==> src/host_key_to_matrix_keyboard_assert.svh <==
// ----------------------------------------------------------------------------
// Assertion macros
// Implication checks for the keyboard matrix block, removable with
// NO_ASSERTIONS.
// ----------------------------------------------------------------------------
`ifndef HOST_KEY_TO_MATRIX_KEYBOARD_ASSERT_SVH
`define HOST_KEY_TO_MATRIX_KEYBOARD_ASSERT_SVH
`ifndef NO_ASSERTIONS
`define HKM_ASSERT_IMP(label, clk, rst_n, ante, cons) \
	label: assert property (@(posedge clk) disable iff (!rst_n) (ante) |-> (cons)) \
		else $error("hkm: implication check failed");
`define HKM_ASSERT_NXT(label, clk, rst_n, ante, cons) \
	label: assert property (@(posedge clk) disable iff (!rst_n) (ante) |=> (cons)) \
		else $error("hkm: next-cycle check failed");
`else
`define HKM_ASSERT_IMP(label, clk, rst_n, ante, cons)
`define HKM_ASSERT_NXT(label, clk, rst_n, ante, cons)
`endif
`endif

==> src/hkm_pkg.sv <==
// ----------------------------------------------------------------------------
// hkm_pkg
// Sizes, codes, types and matrix helpers shared by the keyboard matrix block.
// ----------------------------------------------------------------------------
package hkm_pkg;

	localparam int HELD_DEPTH  = 8;
	localparam int KEY_BITS    = 8;
	localparam int MATRIX_ROWS = 8;

	localparam int IDX_W     = KEY_BITS + 2;
	localparam int MAP_DEPTH = 1 << IDX_W;
	localparam int CNT_W     = $clog2(HELD_DEPTH + 1);
	localparam int ENT_W     = 8;
	localparam int POS_W     = 6;
	localparam int ACT_W     = 3;
	localparam int CFG_IDX_W = 8;

	localparam logic [ACT_W-1:0] ACT_PRESS   = 3'd0;
	localparam logic [ACT_W-1:0] ACT_RELEASE = 3'd1;
	localparam logic [ACT_W-1:0] ACT_SCAN    = 3'd2;
	localparam logic [ACT_W-1:0] ACT_READ    = 3'd3;
	localparam logic [ACT_W-1:0] ACT_MAP     = 3'd4;

	localparam logic [CFG_IDX_W-1:0] REG_LSHIFT  = 8'd0;
	localparam logic [CFG_IDX_W-1:0] REG_RSHIFT  = 8'd1;
	localparam logic [CFG_IDX_W-1:0] REG_ALTGR   = 8'd2;
	localparam logic [CFG_IDX_W-1:0] REG_RESTORE = 8'd3;

	localparam logic [7:0] LSHIFT_RST  = 8'd225;
	localparam logic [7:0] RSHIFT_RST  = 8'd229;
	localparam logic [7:0] ALTGR_RST   = 8'd230;
	localparam logic [7:0] RESTORE_RST = 8'd75;

	localparam logic [POS_W-1:0] LSHIFT_POS = 6'd15;
	localparam logic [POS_W-1:0] RSHIFT_POS = 6'd52;

	localparam int ENT_VALID_BIT = 7;
	localparam int ENT_SHIFT_BIT = 6;

	localparam logic [7:0] COL_IDLE = 8'hFF;

	typedef logic [IDX_W-1:0] idx_t;
	typedef logic [7:0][7:0] matrix_t;

	typedef struct packed {
		logic load;
		logic shift;
	} cell_ctrl_t;

	// Set or clear one matrix bit; rows past the matrix are ignored.
	function automatic matrix_t put_matrix(matrix_t m, logic [POS_W-1:0] pos, logic level);
		matrix_t r;
		logic [2:0] row;
		r = m;
		row = pos[5:3];
		if ({1'b0, row} < 4'(MATRIX_ROWS))
			r[row][pos[2:0]] = level;
		return r;
	endfunction

	function automatic logic [7:0] column_read(matrix_t m, logic [7:0] sel);
		logic [7:0] acc;
		acc = '0;
		for (int r = 0; r < 8; r++) begin
			if (r < MATRIX_ROWS && !sel[r])
				acc = acc | m[r];
		end
		return ~acc;
	endfunction

endpackage

==> src/hkm_held_cell.sv <==
// ----------------------------------------------------------------------------
// hkm_held_cell
// One slot of the held-key list: stores a map index, takes its right
// neighbor's entry when the list closes a gap, and joins the match chain.
// ----------------------------------------------------------------------------
module hkm_held_cell (
	input  logic                         clk,
	input  hkm_pkg::cell_ctrl_t          ctrl,
	input  hkm_pkg::idx_t                load_idx,
	input  hkm_pkg::idx_t                next_idx,
	input  logic                         live,
	input  logic [hkm_pkg::KEY_BITS-1:0] key,
	input  logic                         match_in,
	output logic                         match_out,
	output hkm_pkg::idx_t                idx
);
	import hkm_pkg::*;

	idx_t idx_q;

	always_ff @(posedge clk) begin
		if (ctrl.load)
			idx_q <= load_idx;
		else if (ctrl.shift)
			idx_q <= next_idx;
	end

	assign idx       = idx_q;
	assign match_out = match_in | (live && (idx_q[KEY_BITS-1:0] == key));
endmodule
==> config.mk <==
export PLATFORM = sky130hd
export DESIGN_NAME = hkm_held_cell
export DESIGN_NICKNAME = d
export VERILOG_FILES = /design/src/host_key_to_matrix_keyboard_assert.svh /design/src/hkm_pkg.sv /design/src/hkm_held_cell.sv
export SDC_FILE = /design/constraint.sdc
export NUM_CORES = 1
export LEC_CHECK = 0
export BUFFER_PORTS_ARGS = -buffer_cell sky130_fd_sc_hd__buf_2
export CORE_MARGIN = 1
export CORE_UTILIZATION = 38
export CTS_BUF_LIST = sky130_fd_sc_hd__clkbuf_8
export CTS_CLUSTER_SIZE = 40
export DETAILED_ROUTE_END_ITERATION = 16
export PLACE_DENSITY = 0.8
export REMOVE_ABC_BUFFERS = 1
export SLEW_MARGIN = 20
export SYNTH_ARGS = -nofsm -noshare
export SYNTH_HDL_FRONTEND = slang
export SYNTH_SLANG_ARGS = --single-unit
==> constraint.sdc <==
create_clock -name clk -period 1.7 [get_ports clk]
set_clock_uncertainty 0.15 [all_clocks]
set_input_delay 0.34 -clock clk [delete_from_list [all_inputs] [get_ports clk]]
set_output_delay 0.34 -clock clk [all_outputs]
set_load 0.01 [all_outputs]
==> Word level (Yosys, flattened, before mapping) <==
Cells that the tools add are included.
{ "totals": {"in_bits": 33, "regBits": 10, "out_inout_bits": 11, "elab_cells": 7} }
{ "op_classes": {"mux": 2, "eq_ne": 1, "bitwise_logic": 1, "n_reduce_logical": 2} }
{ "ops": {"columns": ["cell", "count"], "rows": [
  ["$mux W10", 2],
  ["$eq A8 B8 Y1", 1],
  ["$reduce_bool A2 Y1", 1],
  ["$logic_and A1 B1 Y1", 1],
  ["$or A1 B1 Y1", 1]
]} }

==> Logic depth before layout (Yosys ltp) <==
Gate-level depths: netlist of the first run.
{ "logic_depth": {"word_depth": 3, "mapped_depth": 3, "depth_no_buf": 3} }

==> Worst setup path after synthesis of the first run <==
OpenSTA, ideal clock, no wires.
{ "synth_timing": {"path_kind": "reg2out", "startpoint": "register idx_q[4], in the netlist idx[4]", "endpoint": "output match_out", "path_stages_with_launch": 4, "n_path_buf": 0, "arrival_ps": 1084, "slack_ps": 126, "required_ps": 1210, "cell_sequence": "edfxtp_1 xor2_1 nor4_1 a41o_1"} }
{ "synth_via": {"elab_chain_len": 3} }
{ "synth_rtl": {"columns": ["element", "line", "text"], "rows": [
  ["start: declaration", "hkm_held_cell.sv:19", "idx_t idx_q;"],
  ["start signal: assignment", "hkm_held_cell.sv:23", "idx_q <= load_idx;"],
  ["start signal: assignment", "hkm_held_cell.sv:25", "idx_q <= next_idx;"],
  ["$eq A8 B8 Y1", "hkm_held_cell.sv:29", "assign match_out = match_in | (live && (idx_q[KEY_BITS-1:0] == key));"],
  ["$logic_and A1 B1 Y1", "hkm_held_cell.sv:29", null],
  ["$or A1 B1 Y1", "hkm_held_cell.sv:29", null],
  ["end: declaration", "hkm_held_cell.sv:14", "output logic match_out,"]
]} }
No other way between the ends.

==> Worst setup path in the final report of the first run <==
{ "layout_timing": {"startpoint": "register idx_q[5], in the netlist idx[5]", "endpoint": "output match_out"} }
The elaborated chain is that of the path after synthesis.

==> impl_metrics.env, run 1 <==
export IMPL_outcome="finished with violations"
export IMPL_violations="setup timing"
export IMPL_drc=0
export IMPL_slew_headroom_pct=81.62
export IMPL_fmax_mhz=526.4
export IMPL_worstPathCellList="xor2_1 -> nor4_1 -> a41o_1 -> buf_2"
export IMPL_worstMarginPinSlew_ns=0.2732
export IMPL_max_cap_violations=0
export IMPL_power_leakage_nw=0.3809
export IMPL_yosysUniqueCellTypes=9
export IMPL_rsz0062_at_grt="yes"
export IMPL_worstSetupPathType="flip-flop to primary output"
export IMPL_firstDrtPassIters=4
export IMPL_hold_violations=0
export IMPL_ys_seq_area_share_pct=58.25
export IMPL_cp_required_ns=1.21
export IMPL_grt_use_total_pct=17.58
export IMPL_cts_tree="built"
export IMPL_start_util_pct=43.46
export IMPL_nFillCells=95
export IMPL_drt_vias_per_instance=4.809
export IMPL_io_buffers=43
export IMPL_grt_pass1_wl_um=1690
export IMPL_cts_buffer_depth=2
export IMPL_grt_overflow=0
export IMPL_synth_area_leader_cell="edfxtp_1"
export IMPL_antenna_found_initial=0
export IMPL_ys_top_cells_by_area="edfxtp_1 58%, mux2_2 22%, xor2_1 12%"
export IMPL_grt_pass1_vias=438
export IMPL_dp_cells=89
export IMPL_place_gp_congestion=0.6690
export IMPL_synthCells=33
export IMPL_clock_sinks=10
export IMPL_post_cts_resized_instances=0
export IMPL_cts_buffers=3
export IMPL_cts_root_buf="clkbuf_8"
export IMPL_final_util_pct=67.09
export IMPL_cts_hold_buf=0
export IMPL_clkTransAtPathRegs_ns=0.04
export IMPL_powerDensity_nw_per_um2=873.2
export IMPL_path_max_fanout=2
export IMPL_cp_arrival_ns=1.41
export IMPL_syn_area_per_cell_um2=15.62
export IMPL_final_setup_worst_slack_ns=-0.1998
export IMPL_rows=12
export IMPL_fin_crit_ns=1.900
export IMPL_fin_nets=114
export IMPL_die_y_um=38.83
export IMPL_drtIter0Drc=2
export IMPL_area_delta_synth_final_pct=54.37
export IMPL_core_area_um2=1186
export IMPL_post_route_period_util_pct=111.8
export IMPL_final_setup_viol_count=1
export IMPL_io_pins=44
export IMPL_worstHoldPathType="input port to flip-flop"
export IMPL_largest_register_ffs=10
export IMPL_routedWlPerCell_um=11.50
export IMPL_final_cell_count_no_fill=94
export IMPL_slowest_stage="edfxtp_1"
export IMPL_grt_start_max_net_pins=12
export IMPL_routed_wl_um=1081
export IMPL_diodes=0
export IMPL_synth_top_area_share_pct=58.25
export IMPL_cp_end_kind="primary output"
export IMPL_drive_above_1_share_pct=72.50
export IMPL_start_kind="flip-flop"
export IMPL_whs_path_depth=2
export IMPL_vdd_ir_drop_max_mv=0.6196
export IMPL_htree_levels=1
export IMPL_yosys_warnings=0
export IMPL_slew_violations=0
export IMPL_fp_dieW_um=38.83
export IMPL_ys_ff_latch=10
export IMPL_ant_nets=0
export IMPL_routed_via_count=452
export IMPL_critPathMaxStageDelay_ns=0.39
export IMPL_dieArea_um2=1508
export IMPL_netlist_area_um2=515.5
==> critical path, delay by kind of cell (launching register included) <==
family	cells	cell delay, ns
AOI/OAI and AO/OA	1	0.20
xor gates and xnor gates	1	0.16
buffers and inverters	1	0.12
DFF	1	0.39
and+or+nand+nor	1	0.31
==> Yosys cell counts <==
library cell,number
a41o_1,1
buf_2,1
edfxtp_1,10
mux2_2,10
nor3_1,1
nor4_1,1
or2_2,1
xnor2_1,1
xor2_1,7
==> report_power, final <==
group          internal [mW]  switching, mW  leakage (nW)
clock                  0.157         0.0809        0.0231
combinational         0.0788         0.0588         0.256
sequential             0.305         0.0143         0.102
total                  0.541          0.154         0.381
==> cell families after synthesis <==
family | count (synthesis) | share of synthesized area [%]
AND/OR/NAND/NOR | 3 | 3.399
AO/OA/AOI/OAI | 1 | 1.942
multiplexers | 10 | 21.85
buffers and inverters | 1 | 0.9699
flip-flops | 10 | 58.25
XOR/XNOR | 8 | 13.59
==> placed cells by master, fill, tap and decap left out <==
cell	netlist	layout
xor2_1	7	7
or2_2	1	1
xnor2_1	1	1
nor4_1	1	1
buf_4	0	1
buf_2	1	43
nor3_1	1	1
mux2_2	10	10
clkinv_1	0	1
a41o_1	1	1
edfxtp_1	10	10
clkbuf_8	0	3
==> cell type report <==
cell class,count,area (um^2),area share (%)
clock buffers,3,41.29,5.189
clock inverters,1,3.754,0.4717
multi-input cells,22,210.2,26.42
flip-flops and latches,10,300.3,37.74
well taps,14,17.52,2.201
repair buffers,44,222.7,27.99
==> per-stage QoR <==
step | setup TNS [ns] | setup WS, ns | area, um^2 | hold slack [ns] | total power [mW]
after floorplan | 0 | 0.1257 | 510.5 | 0.4098 | 0.3846
after detailed placement | -0.04702 | -0.04702 | 743.2 | 0.4956 | 0.4577
after global placement | 0 | 0.04090 | 743.2 | 0.4916 | 0.4528
final | -0.1998 | -0.1998 | 795.8 | 0.2623 | 0.6949
after CTS | -0.2154 | -0.2154 | 795.8 | 0.2593 | 0.7043
after global routing | -0.2415 | -0.2415 | 795.8 | 0.2632 | 0.7371
==> worst paths after layout <==
path                   startpoint         to  slack (ns)
worst max-delay path       idx[5]  match_out       -0.20
worst min-delay path  load_idx[3]     idx[3]        0.26
==> repair_timing <==
item                       4_1_cts  5_1_grt
setup buffers                    1        0
cloned                           0        0
setup endpoints to repair        1        1
pin swaps                        2        1
==> per-layer routing <==
| layer | vias up | routed length [um] | global-route usage, % |
|---|---|---|---|
| li1 | 220 | - | - |
| met1 | 196 | 356 | 15.19 |
| met2 | 32 | 598 | 34.17 |
| met3 | 4 | 95 | 3.468 |
| met4 | 0 | 29 | 12.93 |
| met5 | - | 0 | 0 |
(Power assumes the default switching activity.)
==> run 2, diff against run 1 <==
--- a/config.mk
+++ b/config.mk
@@ -5,13 +5,15 @@
 export SDC_FILE = /design/constraint.sdc
 export NUM_CORES = 1
 export LEC_CHECK = 0
+export ABC_AREA = 1
 export BUFFER_PORTS_ARGS = -buffer_cell sky130_fd_sc_hd__buf_2
 export CORE_MARGIN = 1
-export CORE_UTILIZATION = 38
+export CORE_UTILIZATION = 40
 export CTS_BUF_LIST = sky130_fd_sc_hd__clkbuf_8
 export CTS_CLUSTER_SIZE = 40
 export DETAILED_ROUTE_END_ITERATION = 16
 export PLACE_DENSITY = 0.8
+export RECOVER_POWER = 100
 export REMOVE_ABC_BUFFERS = 1
 export SLEW_MARGIN = 20
 export SYNTH_ARGS = -nofsm -noshare
==> run 2 against run 1 <==
  * The flow now finishes without violations
  * Critical path depth increased by 4
  * Die area increased by 7.9%
  * Sequential power increased by 1%
  * Clock power decreased by 5%
  * Synthesized area increased by 14%
  * Wire length increased by 25%
  * Synthesized cell count increased by 140%
  * Critical endpoint unchanged
  * Largest power group unchanged
  * Highest routed layer unchanged
==> impl_metrics.env, run 2 <==
export IMPL_critPathMaxStageDelay_ns=0.40
export IMPL_mostFrequentLayoutCell="nand2_1"
export IMPL_p_switching_mw=0.1738
export IMPL_grt_pass1_wl_um=1814
export IMPL_slew_violations=0
export IMPL_fp_dieW_um=40.34
export IMPL_drc=0
export IMPL_power_leakage_nw=0.5042
export IMPL_holdPathEnd="idx[4]"
export IMPL_fmax_mhz=590.0
export IMPL_postLayoutCellArea_um2=882.1
export IMPL_slew_headroom_pct=52.63
export IMPL_swShare_pct=24.60
export IMPL_highest_layer="met4"
export IMPL_io_buffers=43
export IMPL_cp_required_ns=1.21
export IMPL_drive_above_1_share_pct=33.86
export IMPL_dieArea_um2=1627
export IMPL_cp_arrival_ns=1.20
export IMPL_cts_tree="built"
export IMPL_setup_tns_ns=0
export IMPL_worstMarginPinSlew_ns=0.7106
export IMPL_diodes=0
export IMPL_p_total_mw=0.7066
export IMPL_final_setup_viol_count=0
export IMPL_cts_buffer_depth=2
export IMPL_clock_sinks=10
export IMPL_fin_crit_ns=1.695
export IMPL_htree_levels=1
export IMPL_io_pins=44
export IMPL_final_setup_worst_slack_ns=0.005198
export IMPL_grt_pass1_vias=527
export IMPL_final_cell_count_no_fill=142
export IMPL_outcome="complete, no violations"
export IMPL_area_delta_synth_final_pct=50.00
export IMPL_cp_end_kind="primary output"
export IMPL_antenna_found_initial=0
export IMPL_place_gp_congestion=0.7346
export IMPL_hold_violations=0
export IMPL_grt_overflow=0
export IMPL_hold_ws_ns=0.2284
export IMPL_final_cell_mix="44 x nand2_1, 34 x buf_2, 15 x inv_1"
export IMPL_grt_use_total_pct=17.33
export IMPL_start_kind="flip-flop"
export IMPL_routed_via_count=656
export IMPL_fin_nets=162
export IMPL_cts_root_buf="clkbuf_8"
export IMPL_clkTransAtPathRegs_ns=0.04
export IMPL_ys_async_sr_fraction_pct=0
export IMPL_die_y_um=40.34
export IMPL_cpMostUsedCell="nand2_1"
export IMPL_worstPathCellList="nand2_1 -> nand2_1 -> inv_1 -> nand3_2 -> nor2_1 -> nand2_1 -> nand2_1 -> buf_2"
export IMPL_seq_power_share_pct=45.8
export IMPL_yosysUniqueCellTypes=13
export IMPL_powerDensity_nw_per_um2=801.1
export IMPL_rows=13
export IMPL_synth_ff_type="edfxtp_1"
export IMPL_pre_cts_ws_ns=0.1737
export IMPL_synth_edf_count=10
export IMPL_drtIter0Drc=15
export IMPL_worstHoldPathType="input port to flip-flop"
export IMPL_yosys_warnings=0
export IMPL_core_area_um2=1334
export IMPL_syn_area_per_cell_um2=7.351
export IMPL_dp_cells=138
export IMPL_cts_buffers=3
export IMPL_ant_nets=0
export IMPL_ys_ff_latch=10
export IMPL_cpLargestDelayFamily="flip-flops"
export IMPL_grt_start_max_net_pins=12
export IMPL_routed_wl_um=1352
export IMPL_slowest_stage="edfxtp_1"
export IMPL_power_share_clock_pct=32.2
export IMPL_crit_buf_inv=2
export IMPL_hold_start="next_idx[4]"
export IMPL_final_util_pct=66.14
export IMPL_synth_common_cells="44 x nand2_1, 14 x inv_1, 10 x edfxtp_1, 2 x nor2_1, 2 x xnor2_1"
export IMPL_drt_vias_per_instance=4.620
export IMPL_routedWlPerCell_um=9.521
export IMPL_synthCells=80
export IMPL_worstSetupPathType="flip-flop to primary output"
export IMPL_post_route_period_util_pct=99.69
export IMPL_whs_path_depth=3
export IMPL_synth_area_leader_cell="edfxtp_1"
export IMPL_ys_top_cells_by_area="edfxtp_1 51%, nand2_1 28%, inv_1 8.9%"
export IMPL_hpwlAfterDp_um=1095
export IMPL_netlist_area_um2=588.1
export IMPL_placed_area_um2=824.5
export IMPL_p_comb_share_pct=22.1
export IMPL_vdd_ir_drop_max_mv=0.4590
export IMPL_path_max_fanout=3
export IMPL_ys_seq_area_share_pct=51.06
export IMPL_start_util_pct=44.09
export IMPL_firstDrtPassIters=4
export IMPL_largest_register_ffs=10
export IMPL_synth_top_area_share_pct=51.06
export IMPL_wl_met3_um=141
export IMPL_yosysMostFrequentCell="nand2_1"
export IMPL_p_int_mw=0.5328
export IMPL_drt_met1_wl_um=487
export IMPL_wl_met2_um=707
export IMPL_max_cap_violations=0
export IMPL_rsz0062_at_grt="yes"
[run 2: cell count changes in the layout (fill, tap and decap cells not counted), sizes merged, moves of 2 or more]
cell and delta:
nand2 +45, inv +15, clkbuf +11, buf -10, mux2 -10, xor2 -7, nor2 +2
[run 2: kinds of logic after synthesis]
kind of cell | synth area share (%)
buffers and inverters | 10.42
DFF | 51.06
xor gates and xnor gates | 2.979
AOI/OAI and AO/OA | 2.127
and+or+nand+nor | 33.41
[run 2: how the worst max path moves through the flow]
stage,startpoint,end,slack [ns],depth (start not counted)
floorplan,idx[4],match_out,0.31,5
global placement,key[4],match_out,0.20,7
detailed placement,key[2],match_out,0.17,7
CTS,idx[4],match_out,-0.005,6
global route,idx[7],match_out,-0.08,9
finish,idx[5],match_out,0.005,8
[run 2: cell type report]
| cell class | count | area, um^2 |
|---|---|---|
| timing repair buffer | 45 | 215.2 |
| sequential | 10 | 300.3 |
| inverter | 15 | 56.30 |
| fill | 116 | 451.7 |
| clock buffer | 3 | 41.29 |
| tap | 15 | 18.77 |
| multi-input combinational | 54 | 250.2 |
[run 2: repair_timing]
action	in CTS	in global routing
pin swaps	4	4
cloned	0	0
hold buffers	0	0
endpoints found under the setup margin	1	1
buffers inserted	0	1
resized for setup	2	2
[run 2: metal layers]
| layer | track usage [%] | up-vias |
|---|---|---|
| met1 | 16.55 | 274 |
| met4 | 13.33 | 0 |
| met5 | 0 | - |
| li1 | - | 336 |
| met3 | 2.222 | 4 |
| met2 | 32.54 | 42 |
[run 2: power by group through the flow]
| stage | clock, mW | sequential [mW] | combinational [mW] |
|---|---|---|---|
| CTS | 0.236 | 0.321 | 0.157 |
| detailed placement | 0 | 0.324 | 0.153 |
| global placement | 0 | 0.323 | 0.146 |
| finish | 0.227 | 0.323 | 0.156 |
| global route | 0.241 | 0.326 | 0.175 |
| floorplan | 0 | 0.338 | 0.0583 |
==> run 3, diff against run 2 <==
--- a/config.mk
+++ b/config.mk
@@ -13,7 +13,7 @@
 export CTS_CLUSTER_SIZE = 40
 export DETAILED_ROUTE_END_ITERATION = 16
 export PLACE_DENSITY = 0.8
-export RECOVER_POWER = 100
+export RECOVER_POWER = 50
 export REMOVE_ABC_BUFFERS = 1
 export SLEW_MARGIN = 20
 export SYNTH_ARGS = -nofsm -noshare
==> run 3 against run 2 <==
  * Die area unchanged
  * Combinational power up 3%
  * Flip-flop and latch count stayed put
  * Sequential power hardly changed
  * Cell count stayed put
  * Critical path depth shrank 2
  * Fmax is essentially flat
  * First-iteration DRC count fell by 13%
  * Hold slack gained 0.00064 ns
  * Clock power barely moved
  * Clock-buffer cell count did not move
  * Via count is 1.1% lower
  * Critical path type unchanged
  * Largest power group unchanged
==> impl_metrics.env, run 3 (synthesis results as in run 2) <==
export IMPL_drive_above_1_share_pct=40.16
export IMPL_clock_sinks=10
export IMPL_use_met3_pct=2.222
export IMPL_p_comb_share_pct=22.7
export IMPL_place_gp_congestion=0.7346
export IMPL_hold_violations=0
export IMPL_routed_via_count=649
export IMPL_largest_register_ffs=10
export IMPL_slowest_stage="edfxtp_1"
export IMPL_vdd_ir_drop_max_mv=0.4593
export IMPL_start_kind="flip-flop"
export IMPL_p_total_mw=0.7110
export IMPL_fp_dieW_um=40.34
export IMPL_grt_use_total_pct=17.33
export IMPL_outcome="complete, no violations"
export IMPL_cpMostUsedCell="nand2_1"
export IMPL_p_int_mw=0.5385
export IMPL_seq_power_share_pct=45.4
export IMPL_final_setup_viol_count=0
export IMPL_antenna_found_initial=0
export IMPL_swShare_pct=24.27
export IMPL_cts_hold_buf=0
export IMPL_rows=13
export IMPL_drt_vias_per_instance=4.570
export IMPL_mostFrequentLayoutCell="nand2_1"
export IMPL_power_share_clock_pct=31.9
export IMPL_cpLargestDelayFamily="flip-flops"
export IMPL_cp_required_ns=1.21
export IMPL_routed_wl_um=1338
export IMPL_grt_overflow=0
export IMPL_path_max_fanout=2
export IMPL_powerDensity_nw_per_um2=797.0
export IMPL_crit_buf_inv=1
export IMPL_cts_tree="built"
export IMPL_worstHoldPathType="input port to flip-flop"
export IMPL_core_area_um2=1334
export IMPL_dieArea_um2=1627
export IMPL_p_switching_mw=0.1726
export IMPL_fin_crit_ns=1.696
export IMPL_clkTransAtPathRegs_ns=0.04
export IMPL_final_cell_count_no_fill=142
export IMPL_grtUsageMet2_pct=32.54
export IMPL_io_pins=44
export IMPL_post_route_period_util_pct=99.74
export IMPL_power_leakage_nw=0.5273
export IMPL_htree_levels=1
export IMPL_drtIter0Drc=13
export IMPL_final_cell_mix="44 x nand2_1, 42 x buf_2, 15 x inv_1"
export IMPL_io_buffers=43
export IMPL_grt_pass1_wl_um=1814
export IMPL_worstMarginPinSlew_ns=0.7186
export IMPL_grt_busiest_layer="met2"
export IMPL_die_y_um=40.34
export IMPL_slew_violations=0
export IMPL_fin_nets=162
export IMPL_worstPathCellList="xnor2_2 -> nand2_2 -> nor2_1 -> nand2_1 -> nand2_1 -> buf_2"
export IMPL_critPathMaxStageDelay_ns=0.42
export IMPL_rsz0062_at_grt="yes"
export IMPL_grt_pass1_vias=527
export IMPL_cts_root_buf="clkbuf_8"
export IMPL_diodes=0
export IMPL_cts_buffers=3
export IMPL_drc=0
export IMPL_firstDrtPassIters=4
export IMPL_dp_cells=138
export IMPL_cp_end_kind="primary output"
export IMPL_worstSetupPathType="flip-flop to primary output"
export IMPL_area_delta_synth_final_pct=51.70
export IMPL_grt_start_max_net_pins=12
export IMPL_fmax_mhz=589.8
export IMPL_start_util_pct=44.09
export IMPL_max_cap_violations=0
export IMPL_cts_buffer_depth=2
export IMPL_gr_usage_met1_pct=16.55
export IMPL_slew_headroom_pct=52.09
export IMPL_hpwlAfterDp_um=1095
export IMPL_routedWlPerCell_um=9.423
export IMPL_ant_nets=0
export IMPL_cp_arrival_ns=1.21
run 3: layout make-up:
cell class,count,area [um^2]
Inverter,15,56.30
Clock buffer,3,41.29
Fill cell,110,441.7
Tap cell,15,18.77
Multi-Input combinational cell,54,250.2
Timing Repair Buffer,45,225.2
Sequential cell,10,300.3
run 3: final timing paths:
path	startpoint	end	slack, ns	cells after the start
setup / recovery	idx[2]	match_out	0.004	6
hold / removal	next_idx[4]	idx[4]	0.23	3
run 3: power by group through the flow:
| stage | Clock (mW) | Combinational [mW] | Sequential [mW] |
|---|---|---|---|
| finish | 0.227 | 0.161 | 0.323 |
| global route | 0.241 | 0.182 | 0.326 |
| floorplan | 0 | 0.0583 | 0.338 |
| detailed placement | 0 | 0.153 | 0.324 |
| CTS | 0.236 | 0.157 | 0.321 |
| global placement | 0 | 0.146 | 0.323 |
run 3: routing by layer:
metal | vias to the layer above | part of all wire (%) | routed length [um]
li1 | 336 | - | -
met4 | 0 | 1.0 | 14
met5 | - | 0 | 0
met2 | 35 | 53 | 703
met3 | 2 | 8.1 | 109
met1 | 276 | 38 | 510
run 3: stage by stage:
stage	utilization, %	setup slack [ns]	TNS, ns	hold WS, ns	cell area, um^2
2_1_floorplan	-	0.3127	0	0.3686	583.1
3_3_place_gp	61.82	0.2031	0	0.4528	824.5
3_5_place_dp	61.82	0.1737	0	0.4568	824.5
4_1_cts	65.76	-0.004604	-0.004604	0.2260	877.1
5_1_grt	66.89	-0.08168	-0.08168	0.2408	892.1
6_report	66.89	0.004447	0	0.2291	892.1
run 3: timing repair:
item	4_1_cts	5_1_grt
setup endpoints to repair	1	1
endpoints found under the hold margin	0	0
pin swaps	4	4
resized for setup	2	2
cloned	0	0
setup buffers	0	1
